`src/rtl/fpda_pkg.sv`:
```
// ----------------------------------------------------------------------------
// fpda_pkg
// Shared types and constants of the scaled decimal fixed-point ALU.
// ----------------------------------------------------------------------------
package fpda_pkg;

    // Decimal scale of a price: the stored integer p stands for p / SCALE.
    localparam logic [63:0] SCALE      = 64'd1000000000;
    localparam logic [63:0] SCALE_HALF = SCALE >> 1;

    // Restoring division steps: one quotient bit per cell over a 128-bit dividend.
    localparam int DIV_STEPS = 128;

    typedef enum logic [3:0] {
        KIND_ADD     = 4'd0,
        KIND_SUB     = 4'd1,
        KIND_MUL     = 4'd2,
        KIND_DIV     = 4'd3,
        KIND_INTDIV  = 4'd4,
        KIND_ABS     = 4'd5,
        KIND_NEG     = 4'd6,
        KIND_FROMINT = 4'd7,
        KIND_TOINT   = 4'd8,
        KIND_ROUND   = 4'd9,
        KIND_RATIO   = 4'd10,
        KIND_COMPARE = 4'd11
    } kind_t;

    // Information that rides alongside the division.
    typedef struct packed {
        logic [63:0] divisor;
        logic        negate;
        logic [63:0] post_mult;
        logic        use_div;
        logic        div_zero;
        logic [63:0] direct;
        logic        lt;
        logic        eq;
        logic        gt;
    } side_t;

    typedef struct packed {
        logic [63:0]  rem;
        logic [127:0] work;
        side_t        side;
    } div_slot_t;

    typedef struct packed {
        logic [63:0] value;
        logic        lt;
        logic        eq;
        logic        gt;
        logic        div_zero;
    } result_t;

endpackage

```
`src/rtl/fpda_div_cell.sv`:
```
// ----------------------------------------------------------------------------
// fpda_div_cell
// One restoring division step: shifts in a dividend bit, produces a quotient bit.
// ----------------------------------------------------------------------------
module fpda_div_cell
(
    input  logic                clk,
    input  logic                rst_n,
    input  logic                en,
    input  logic                in_valid,
    input  fpda_pkg::div_slot_t in_slot,
    output logic                out_valid,
    output fpda_pkg::div_slot_t out_slot
);
    import fpda_pkg::*;

    logic [64:0] trial;
    logic        fits;
    div_slot_t   slot_next;
    logic        valid_reg;
    div_slot_t   slot_reg;

    always_comb
    begin
        trial = {in_slot.rem, in_slot.work[127]};
        fits  = trial >= {1'b0, in_slot.side.divisor};
        slot_next      = in_slot;
        slot_next.rem  = fits ? 64'(trial - {1'b0, in_slot.side.divisor}) : trial[63:0];
        slot_next.work = {in_slot.work[126:0], fits};
    end

    always_ff @(posedge clk or negedge rst_n)
    begin
        if (!rst_n)
        begin
            valid_reg <= 1'b0;
        end
        else if (en)
        begin
            valid_reg <= in_valid;
        end
    end

    always_ff @(posedge clk)
    begin
        if (en)
        begin
            slot_reg <= slot_next;
        end
    end

    assign out_valid = valid_reg;
    assign out_slot  = slot_reg;

endmodule

```
`config.mk`:
```
export PLATFORM = sky130hd
export DESIGN_NAME = fpda_div_cell
export DESIGN_NICKNAME = d
export VERILOG_FILES = /design/src/rtl/fpda_pkg.sv /design/src/rtl/fpda_div_cell.sv
export SDC_FILE = /design/constraint.sdc
export NUM_CORES = 1
export LEC_CHECK = 0
export BUFFER_PORTS_ARGS = -buffer_cell sky130_fd_sc_hd__buf_2
export CELL_PAD_IN_SITES_DETAIL_PLACEMENT = 0
export CELL_PAD_IN_SITES_GLOBAL_PLACEMENT = 1
export CORE_AREA = 2 2 308 310
export DETAILED_ROUTE_END_ITERATION = 16
export DIE_AREA = 0 0 310 312
export PLACE_DENSITY_LB_ADDON = 0.1
export REMOVE_ABC_BUFFERS = 1
export SKIP_LAST_GASP = 1
export SLEW_MARGIN = 40
export SYNTH_ARGS = -nofsm -noshare
export SYNTH_HDL_FRONTEND = slang
export SYNTH_SLANG_ARGS = --single-unit
```
`constraint.sdc`:
```
create_clock -name clk -period 1.08 [get_ports clk]
set_clock_uncertainty 0.05 [all_clocks]
set_input_delay 0.108 -clock clk [delete_from_list [all_inputs] [get_ports clk]]
set_output_delay 0.108 -clock clk [all_outputs]
set_load 0.05 [all_outputs]
```
==> results.py, run 1 <==
metrics = {
    "run_status": {
        "run_status": "finished, violations left",
        "failed_checks": "negative setup slack",
    },
    "yosys": {
        "flip_flop_and_latch_count_after_synthesis": 391,
        "ys.warnings.count": 0,
        "synth_top_area_share": 0.693,
        "synth_cell_type_count": 56,
        "asyncSetResetFlopFracSynth": 0.00256,
        "synth-edff-count": 390,
        "synth_cells": 1128,
        "synth-main-ff-cell": "edfxtp_1",
        "synth.top_cells.by_area": "edfxtp_1 (69%), ha_1 (4.7%), mux2_4 (4.1%)",
        "mappedNetlistArea_mm2": 0.0169,
        "netlist.top_cell.by_area": "edfxtp_1",
        "netlist_top_cells_count": "edfxtp_1 (390), a21oi_1 (88), inv_1 (80), nand2_1 (66), ha_1 (64)",
        "syn_avg_cell_area_um2": 15.0,
        "synth_seq_area_share": 0.694,
        "yosys.cell_count.top_type": "edfxtp_1",
    },
    "setup_path": {
        "startpoint_of_the_worst_register_to_register_path": "out_valid",
        "worstPathCellList": "buf_8 -> inv_4 -> ha_4 -> nand2b_4 -> a211oi_4 -> nor2_2 -> o21bai_2 -> a31oi_4 -> o41ai_4 -> buf_4 -> a31oi_4 -> o21ai_4 -> a31oi_4 -> buf_4 -> clkbuf_16 -> mux2_4",
        "cp_common_cell": "a31oi_4",
        "r2r.worst_path.cells": 1,
        "critical_path_top_delay_cell": "o41ai_4",
        "cp_data_arrival_time_ns": 2.83,
        "critical_path_buf_inv_count": 5,
        "critical_path_required_ns": 1.41,
        "critPathMaxFanout": 8,
        "reg2reg_setup_slack_ns": 0.27,
        "timing.critical_path.slowest_cell_delay_ns": 0.33,
        "critical_path.startpoint_type": "input pin",
        "critPathKind": "input pin to flip-flop",
        "crit_family": "compound AO/OA/AOI/OAI gates",
        "worstSetupEndpointType": "flip-flop",
        "r2r_end": "out_valid",
    },
    "clock_network": {
        "h-tree-depth": 2,
        "tritoncts": "yes",
        "cts_inserted_buffers": 50,
        "cts-root-to-sink-buffers": 3,
        "cts_root_buffer": "clkbuf_16",
        "clock_insertion_delay_worst_skew_ns": 0.63,
        "clock_sink_count": 391,
        "clock_slew_seen_by_the_registers_of_the_worst_setup_and_hold_paths_ns": 0.06,
    },
    "route": {
        "detail-route-antenna-nets": 0,
        "detail_route.iter0.violations": 769,
        "finalWirelength_um": 87300,
        "route.vias.total": 15700,
        "routed_via_density": 3.91,
        "drt_pass1_iterations": 6,
        "detail_route.drc_violations": 0,
        "avgRoutedWirePerCell_um": 21.7,
    },
    "power_and_ir_drop": {
        "vdd_ir_drop_max_uv": 1120,
        "total_leakage_power_uw": 0.0148,
        "cellPowerDensity_mw_per_mm2": 1580,
        "report.power.total_uw": 53900,
    },
    "sta": {
        "holdWs_ns": 0.0579,
        "timing_hold_violations_final": 0,
        "timing.max_slew.rel_slack": 0.716,
        "period_needed_ns": 2.50,
        "fmax_ghz": 0.400,
        "setup_violations": 456,
        "worst_slack_ns": -1.42,
        "final_max_slew_viol_count": 0,
        "finalCritPeriodShare": 2.31,
        "worst_pin_slew_ns": 0.422,
        "unrepaired_setup_endpoints_after_global_routing": "true",
    },
    "die": {
        "die-width_um": 310,
        "coreArea_mm2": 0.0930,
        "initial_utilization": 0.182,
        "floorplan.io_pins": 785,
        "die_y_um": 312,
        "floorplan.rows": 112,
        "total_die_area_mm2": 0.0967,
    },
    "hold_path": {
        "hold_path_startpoint": "in_slot[328]",
        "hold-path-cell-count": 5,
        "worst_hold_path_type": "input pin to flip-flop",
        "whs_endpoint": "out_slot[330]",
    },
    "finish": {
        "fillers": 9295,
        "area_growth_syn_to_layout_pct": 102,
        "design.final.nets": 3171,
        "post_route_cells_drive_above_1_share": 0.507,
    },
    "global_route": {
        "grt_max_degree": 37,
        "grt_antenna_before_repair": 31,
        "gr-usage-all-layers": 0.173,
        "first_global_vias": 17200,
        "global_route_wire_length_before_repair_um": 120000,
        "globalRouteOverflowTotal": 0,
    },
    "placed_design": {
        "gp_congestion": 0.823,
        "post-dp-hpwl_um": 69300,
        "port-buffer-count": 784,
    },
    "flow_run": {
        "max_cap_viol_count": 0,
    },
}
## layout make-up
class | count | area, µm² | area share
Tap cell | 1254 | 1570 | 0.0459
Timing Repair Buffer | 1563 | 13600 | 0.398
Multi-Input combinational cell | 626 | 5170 | 0.151
Antenna cell | 13 | 32.5 | 0.000952
Sequential cell | 391 | 11700 | 0.343
Clock inverter | 37 | 468 | 0.0137
Inverter | 80 | 305 | 0.00893
Clock buffer | 56 | 1290 | 0.0379
## worst max path at each step
stage	slack (ns)	cells past startpoint	from	end
2_1_floorplan	-6.23	12	in_slot[136]	out_slot[328]
3_3_place_gp	-2.65	14	in_slot[134]	out_slot[388]
3_5_place_dp	-2.68	14	in_slot[134]	out_slot[388]
4_1_cts	-1.45	14	in_slot[139]	out_slot[382]
5_1_grt	-1.50	16	in_slot[135]	out_slot[356]
6_report	-1.42	16	in_slot[135]	out_slot[363]
## cells by family (layout without fill, tap and decap cells)
kind of cell,after synthesis,in the layout,synth area share
AOI/OAI and AO/OA,240,240,0.0917
xor gates and xnor gates,58,58,0.0301
adders and majority gates,65,65,0.0486
buffers and inverters,111,1736,0.0274
DFF,391,391,0.694
muxes,65,65,0.0533
other,0,13,0
and+or+nand+nor,198,198,0.0545
## repair_timing
action                                 CTS  global route
endpoints found under the hold margin  425             1
pin swaps                               17            32
setup endpoints to repair              456           456
buffers inserted                         8            11
cloned                                   3             2
resized for setup                      850            51
hold buffers                           393             1
## registers in the layout (all words and copies together) (netlist names)
| register | count |
|---|---|
| out_slot | 390 |
| out_valid | 1 |
## routing by layer
metal | global-route usage | vias to the layer above | part of all wire
li1 | - | 7465 | -
met1 | 0.182 | 7573 | 0.36
met2 | 0.320 | 524 | 0.52
met3 | 0.0545 | 126 | 0.080
met4 | 0.0615 | 16 | 0.036
met5 | 0 | - | 0.0013
## metrics by stage
step / cells / cell area [µm²] / worst slack [ns] / util / setup TNS [ns]
floorplan: 1097 / 16700 / -6.23 / - / -400.04
global placement: 3496 / 25200 / -2.65 / 0.270 / -151.49
detailed placement: 3496 / 25200 / -2.68 / 0.270 / -155.82
CTS: 3993 / 33800 / -1.45 / 0.363 / -219.67
global route: 4012 / 34200 / -1.50 / 0.367 / -223.00
finish: 4020 / 34200 / -1.42 / 0.367 / -192.98
## cell usage in the layout (no fill, tap or decap), types with 47 or more instances in the layout
master / Yosys / final
buf_6: 6 / 393
a21oi_1: 88 / 72
dlygate4sd3_1: 0 / 394
clkbuf_16: 0 / 53
edfxtp_1: 390 / 390
inv_1: 80 / 74
buf_4: 0 / 362
ha_1: 64 / 47
buf_2: 1 / 385
nand2_1: 66 / 64
## power breakdown
group | switching [µW] | total, µW | internal, µW
Sequential | 703 | 19100 | 18400
Clock | 7220 | 17900 | 10700
Combinational | 9570 | 16900 | 7350
Power figures use the tool's default switching activity.
==> run 2, diff against run 1 <==
--- a/config.mk
+++ b/config.mk
@@ -13,7 +13,6 @@
 export DIE_AREA = 0 0 310 312
 export PLACE_DENSITY_LB_ADDON = 0.1
 export REMOVE_ABC_BUFFERS = 1
-export SKIP_LAST_GASP = 1
 export SLEW_MARGIN = 40
 export SYNTH_ARGS = -nofsm -noshare
 export SYNTH_HDL_FRONTEND = slang
==> run 2 against run 1 <==
The flow still finishes with violations (negative setup slack). First-iteration DRC count down 0.65%. Critical path type unchanged. Non-clock buffer count did not move. Global-route usage is essentially flat. Sequential share of layout area is essentially flat.
==> results.py, run 2 (synthesis gave the netlist of run 1 again) <==
metrics = {
    "run_status": {
        "run_status": "finished, violations left",
        "failed_checks": "negative setup slack",
    },
    "setup_path": {
        "reg2reg_setup_slack_ns": 0.27,
        "critical_path_required_ns": 1.40,
        "critPathMaxFanout": 8,
        "cp_data_arrival_time_ns": 2.82,
        "r2r_end": "out_valid",
        "startpoint_of_the_worst_register_to_register_path": "out_valid",
        "critPathKind": "input pin to flip-flop",
        "r2r.worst_path.cells": 1,
        "worstSetupEndpointType": "flip-flop",
        "critical_path.startpoint_type": "input pin",
    },
    "placed_design": {
        "area_after_detailed_placement_mm2": 0.0252,
        "pre_cts_slack_ns": -2.68,
        "placed_cells_incl_taps": 3496,
        "gp_congestion": 0.823,
        "port-buffer-count": 784,
        "post-dp-hpwl_um": 69300,
    },
    "clock_network": {
        "tritoncts": "yes",
        "cts_root_buffer": "clkbuf_16",
        "cts-root-to-sink-buffers": 3,
        "clock_sink_count": 391,
        "cts_inserted_buffers": 50,
        "h-tree-depth": 2,
        "clock_insertion_delay_worst_skew_ns": 0.63,
        "clock_slew_seen_by_the_registers_of_the_worst_setup_and_hold_paths_ns": 0.06,
    },
    "finish": {
        "postLayoutCellArea_mm2": 0.0342,
        "design.final.nets": 3171,
        "layout.cells.most_common": "dlygate4sd3_1",
        "final-instance-count-excl-fill": 4020,
        "largest_reg_flops": 390,
        "area_growth_syn_to_layout_pct": 102,
        "layout.cells.most_common_list": "dlygate4sd3_1 (394), buf_6 (393), edfxtp_1 (390)",
        "post_route_cells_drive_above_1_share": 0.507,
    },
    "route": {
        "avgRoutedWirePerCell_um": 21.7,
        "drt_pass1_iterations": 6,
        "detail-route-antenna-nets": 0,
        "detail_route.iter0.violations": 764,
        "detail_route.drc_violations": 0,
        "finalWirelength_um": 87300,
        "route.vias.total": 15700,
        "routed_via_density": 3.91,
    },
    "power_and_ir_drop": {
        "total_leakage_power_uw": 0.0148,
        "report.power.total_uw": 53900,
        "portion_of_total_power_attributed_to_combinational_logic": 0.314,
        "internal-power_uw": 36400,
        "netSwitchingFraction": 0.325,
        "power.share.sequential": 0.355,
        "total_switching_power_uw": 17500,
        "cellPowerDensity_mw_per_mm2": 1580,
        "vdd_ir_drop_max_uv": 1120,
        "clockPowerShare": 0.332,
    },
    "hold_path": {
        "worst_hold_path_type": "input pin to flip-flop",
        "hold_path_startpoint": "in_slot[328]",
        "whs_endpoint": "out_slot[330]",
        "hold-path-cell-count": 5,
    },
    "die": {
        "die-width_um": 310,
        "floorplan.rows": 112,
        "initial_utilization": 0.182,
        "die_y_um": 312,
        "floorplan.io_pins": 785,
        "total_die_area_mm2": 0.0967,
        "coreArea_mm2": 0.0930,
    },
    "global_route": {
        "globalRouteOverflowTotal": 0,
        "gr-usage-all-layers": 0.173,
        "global_route_wire_length_before_repair_um": 120000,
        "first_global_vias": 17200,
        "grt_max_degree": 37,
        "grt_antenna_before_repair": 31,
    },
    "sta": {
        "setup_violations": 456,
        "period_needed_ns": 2.50,
        "worst_pin_slew_ns": 0.422,
        "holdWs_ns": 0.0576,
        "timing.max_slew.rel_slack": 0.716,
        "fmax_ghz": 0.400,
        "finalCritPeriodShare": 2.31,
        "timing_hold_violations_final": 0,
        "final_max_slew_viol_count": 0,
        "worst_slack_ns": -1.42,
        "unrepaired_setup_endpoints_after_global_routing": "true",
    },
    "flow_run": {
        "max_cap_viol_count": 0,
    },
}
-- run 2: cell counts in the layout (fill, tap and decap cells not counted) --
Identical to the previous run, type by type.
-- run 2: timing repair --
| item | 4_1_cts | 5_1_grt |
|---|---|---|
| gates cloned | 3 | 2 |
| endpoints found under the hold margin | 425 | 1 |
| hold buffers | 393 | 1 |
| endpoints found under the setup margin | 456 | 456 |
| gates resized for setup | 851 | 49 |
| pin swaps | 17 | 32 |
| setup buffers | 8 | 11 |
-- run 2: area by class of cell --
cell class	instances	area, µm²
inverters	80	305
clock inverters	37	468
diodes	13	32.5
well taps	1254	1570
clock buffers	56	1290
repair buffers	1563	13600
fillers	9296	58900
flip-flops and latches	391	11700
multi-input cells	626	5160
-- run 2: how the worst max path moves through the flow --
stage                      start       endpoint  slack [ns]
finish              in_slot[135]  out_slot[356]       -1.42
CTS                 in_slot[139]  out_slot[382]       -1.45
global route        in_slot[135]  out_slot[356]       -1.50
detailed placement  in_slot[134]  out_slot[388]       -2.68
global placement    in_slot[134]  out_slot[388]       -2.65
floorplan           in_slot[136]  out_slot[328]       -6.23
-- run 2: power groups by stage --
stage               Combinational, µW  Clock, µW  Sequential, µW
floorplan                        3030          0           24000
global route                    17800      19000           19300
detailed placement              13700          0           19100
global placement                13700          0           19100
finish                          16900      17900           19100
CTS                             16900      18500           19100
-- run 2: layer usage --
layer  GRT usage  share of wire
met5           0         0.0014
met4      0.0615          0.036
met3      0.0545          0.079
met2       0.320           0.52
met1       0.182           0.36
-- run 2: metrics by stage --
step	TNS (ns)	utilization
2_1_floorplan	-400.04	-
3_3_place_gp	-151.49	0.270
3_5_place_dp	-155.82	0.270
4_1_cts	-219.67	0.363
5_1_grt	-222.98	0.367
6_report	-193.09	0.367
-- run 2: worst max-delay path, cell delays in order --
cell	delay [ns]
buf_8	0.08
inv_4	0.03
ha_4	0.27
nand2b_4	0.08
a211oi_4	0.25
nor2_2	0.08
o21bai_2	0.17
a31oi_4	0.14
o41ai_4	0.33
buf_4	0.19
a31oi_4	0.11
o21ai_4	0.19
a31oi_4	0.11
buf_12	0.18
buf_16	0.16
mux2_4	0.30
==> run 3, diff against run 2 <==
--- a/config.mk
+++ b/config.mk
@@ -5,12 +5,13 @@
 export SDC_FILE = /design/constraint.sdc
 export NUM_CORES = 1
 export LEC_CHECK = 0
+export ABC_AREA = 1
 export BUFFER_PORTS_ARGS = -buffer_cell sky130_fd_sc_hd__buf_2
 export CELL_PAD_IN_SITES_DETAIL_PLACEMENT = 0
 export CELL_PAD_IN_SITES_GLOBAL_PLACEMENT = 1
-export CORE_AREA = 2 2 308 310
+export CORE_AREA = 2 2 303 305
 export DETAILED_ROUTE_END_ITERATION = 16
-export DIE_AREA = 0 0 310 312
+export DIE_AREA = 0 0 305 307
 export PLACE_DENSITY_LB_ADDON = 0.1
 export REMOVE_ABC_BUFFERS = 1
 export SLEW_MARGIN = 40
==> run 3 against run 2 <==
The flow still finishes with violations (negative setup slack). First-iteration DRC count is 32% higher. Register-to-register slack barely moved. Global-route usage up 4.6 points. Wire length is 23% higher. Final area is 15% higher. Clock-buffer cell count stayed put. Combinational power up 14%. Highest routed layer unchanged. Critical endpoint is now out_slot[336]. Clock power shrank 4%. Utilization is 6.5 points higher. Critical path depth is 1 lower.
==> results.py, run 3 <==
metrics = {
    "setup_path": {
        "worstSetupEndpointType": "flip-flop",
        "critPathMaxFanout": 6,
        "timing.critical_path.from": "in_slot[383]",
        "critPathKind": "input pin to flip-flop",
        "critical_path_required_ns": 1.39,
        "cp_data_arrival_time_ns": 1.92,
        "critical_path.startpoint_type": "input pin",
        "startpoint_of_the_worst_register_to_register_path": "out_valid",
    },
    "route": {
        "detail_route.wirelength.met1_um": 44800,
        "avgRoutedWirePerCell_um": 22.2,
        "route.vias.total": 19800,
        "top_layer": "met5",
        "route.met2.wl_um": 52700,
        "routed_via_density": 4.08,
        "detail_route.drc_violations": 0,
        "detail-route-antenna-nets": 0,
        "met3_length_um": 6480,
        "drt_pass1_iterations": 5,
        "detail_route.iter0.violations": 1006,
        "finalWirelength_um": 108000,
    },
    "die": {
        "die_y_um": 307,
        "total_die_area_mm2": 0.0936,
        "floorplan.io_pins": 785,
        "initial_utilization": 0.210,
        "die-width_um": 305,
        "coreArea_mm2": 0.0907,
        "floorplan.rows": 111,
    },
    "power_and_ir_drop": {
        "total_switching_power_uw": 19100,
        "portion_of_total_power_attributed_to_combinational_logic": 0.347,
        "power.share.sequential": 0.345,
        "internal-power_uw": 36500,
        "vdd_ir_drop_max_uv": 961,
        "netSwitchingFraction": 0.343,
        "cellPowerDensity_mw_per_mm2": 1420,
        "total_leakage_power_uw": 0.0183,
        "clockPowerShare": 0.308,
    },
    "sta": {
        "setup_total_negative_slack_ns": -132.20,
        "unrepaired_setup_endpoints_after_global_routing": "true",
        "timing.max_slew.rel_slack": 0.763,
        "worst_pin_slew_ns": 0.356,
        "finalCritPeriodShare": 1.49,
        "final_max_slew_viol_count": 0,
        "setup_violations": 456,
        "holdWs_ns": 0.0614,
        "fmax_ghz": 0.621,
        "worst_slack_ns": -0.530,
        "period_needed_ns": 1.61,
        "timing_hold_violations_final": 0,
    },
    "yosys": {
        "synth.top_cells.by_area": "edfxtp_1 (62%), nand2_1 (13%), inv_1 (7.4%)",
        "flip_flop_and_latch_count_after_synthesis": 391,
        "syn_avg_cell_area_um2": 9.68,
        "synth_seq_area_share": 0.617,
        "mappedNetlistArea_mm2": 0.0190,
        "synth-main-ff-cell": "edfxtp_1",
        "ys.warnings.count": 0,
        "asyncSetResetFlopFracSynth": 0.00256,
        "netlist_top_cells_count": "nand2_1 (678), edfxtp_1 (390), inv_1 (375), nand3_1 (144), nor2_1 (90)",
        "synth_cells": 1964,
        "synth_cell_type_count": 38,
        "netlist.top_cell.by_area": "edfxtp_1",
        "synth_top_area_share": 0.616,
        "synth-edff-count": 390,
        "yosys.cell_count.top_type": "nand2_1",
    },
    "finish": {
        "largest_reg_flops": 390,
        "layout.cells.most_common_list": "nand2_1 (464), buf_6 (399), dlygate4sd3_1 (394)",
        "design.final.nets": 4066,
        "area_growth_syn_to_layout_pct": 106,
        "finalCoreUtilization": 0.432,
        "post_route_cells_drive_above_1_share": 0.504,
        "layout.cells.most_common": "nand2_1",
    },
    "hold_path": {
        "hold_path_startpoint": "in_slot[335]",
        "worst_hold_path_type": "input pin to flip-flop",
    },
    "placed_design": {
        "port-buffer-count": 784,
        "post-dp-hpwl_um": 87100,
        "pre_cts_slack_ns": -1.76,
        "gp_congestion": 0.905,
    },
    "clock_network": {
        "cts_inserted_buffers": 49,
        "cts-root-to-sink-buffers": 3,
        "clock_insertion_delay_worst_skew_ns": 0.61,
        "h-tree-depth": 2,
        "clock_sink_count": 391,
        "clock_slew_seen_by_the_registers_of_the_worst_setup_and_hold_paths_ns": 0.06,
        "tritoncts": "yes",
        "cts_root_buffer": "clkbuf_16",
    },
    "global_route": {
        "globalRouteOverflowTotal": 0,
        "first_global_vias": 20600,
        "global_route_wire_length_before_repair_um": 146000,
        "grt_antenna_before_repair": 35,
        "grt_max_degree": 44,
        "gr-usage-all-layers": 0.219,
    },
    "run_status": {
        "run_status": "finished, violations left",
        "failed_checks": "negative setup slack",
    },
    "flow_run": {
        "max_cap_viol_count": 0,
    },
}
[run 3: logic make-up after synthesis]
logic type,count (synthesis),share of synthesized area
and+or+nand+nor,1009,0.226
buffers and inverters,413,0.0839
DFF,391,0.617
adders and majority gates,65,0.0432
AOI/OAI and AO/OA,54,0.0151
xor gates and xnor gates,31,0.0143
muxes,1,0.000592
[run 3: path summary, 6_finish.rpt]
check	endpoint	slack, ns	cells after the start
max reg2reg	out_valid	0.26	1
max	out_slot[336]	-0.53	15
min in group asynchronous	out_valid	0.28	3
max in group asynchronous	out_valid	0.60	3
min	out_slot[336]	0.06	5
min reg2reg	out_valid	0.51	1
[run 3: area by class of cell]
cell class              count  area [µm²]
diodes                     16        40.0
clock buffers              56        1270
clock inverters            35         397
fillers                  8888       51500
inverters                 394        1490
multi-input cells        1160        8340
flip-flops and latches    391       11700
well taps                1186        1480
repair buffers           1611       14400
[run 3: worst max-delay path, stage by stage]
cell and delay (ns):
buf_6 0.10, ha_4 0.25, a21oi_4 0.15, nor2_1 0.06
nor2_2 0.10, nor2_1 0.06, nor2_2 0.16, buf_6 0.14
nand3_4 0.08, nor2_8 0.16, nand2_8 0.11, buf_12 0.17
clkbuf_16 0.16, nand2_1 0.07, nand2_1 0.05
[run 3: repair_timing]
item / in CTS / in global routing
gates resized for setup: 399 / 1418
setup endpoints to repair: 456 / 464
cloned: 1 / 5
hold buffers: 394 / 0
pin swaps: 30 / 112
hold endpoints to repair: 434 / 0
setup buffers: 21 / 27
[run 3: per-stage QoR]
step | instances | total power [µW] | cell area [µm²]
after floorplan | 1945 | 26800 | 18900
after global placement | 4295 | 33400 | 27500
after detailed placement | 4295 | 33400 | 27500
after CTS | 4802 | 53500 | 35400
after global routing | 4844 | 57900 | 39200
final | 4849 | 55700 | 39200
[run 3: power by group through the flow]
stage	clock network [µW]	registers [µW]	logic [µW]
global placement	0	19200	14200
finish	17200	19200	19300
floorplan	0	23900	2960
detailed placement	0	19100	14200
global route	18200	19300	20300
CTS	17700	18900	16900
[run 3: layer usage]
layer,track usage,vias to the layer above
li1,-,9600
met1,0.269,9405
met2,0.377,594
met3,0.0511,157
met4,0.0714,22
met5,0,-
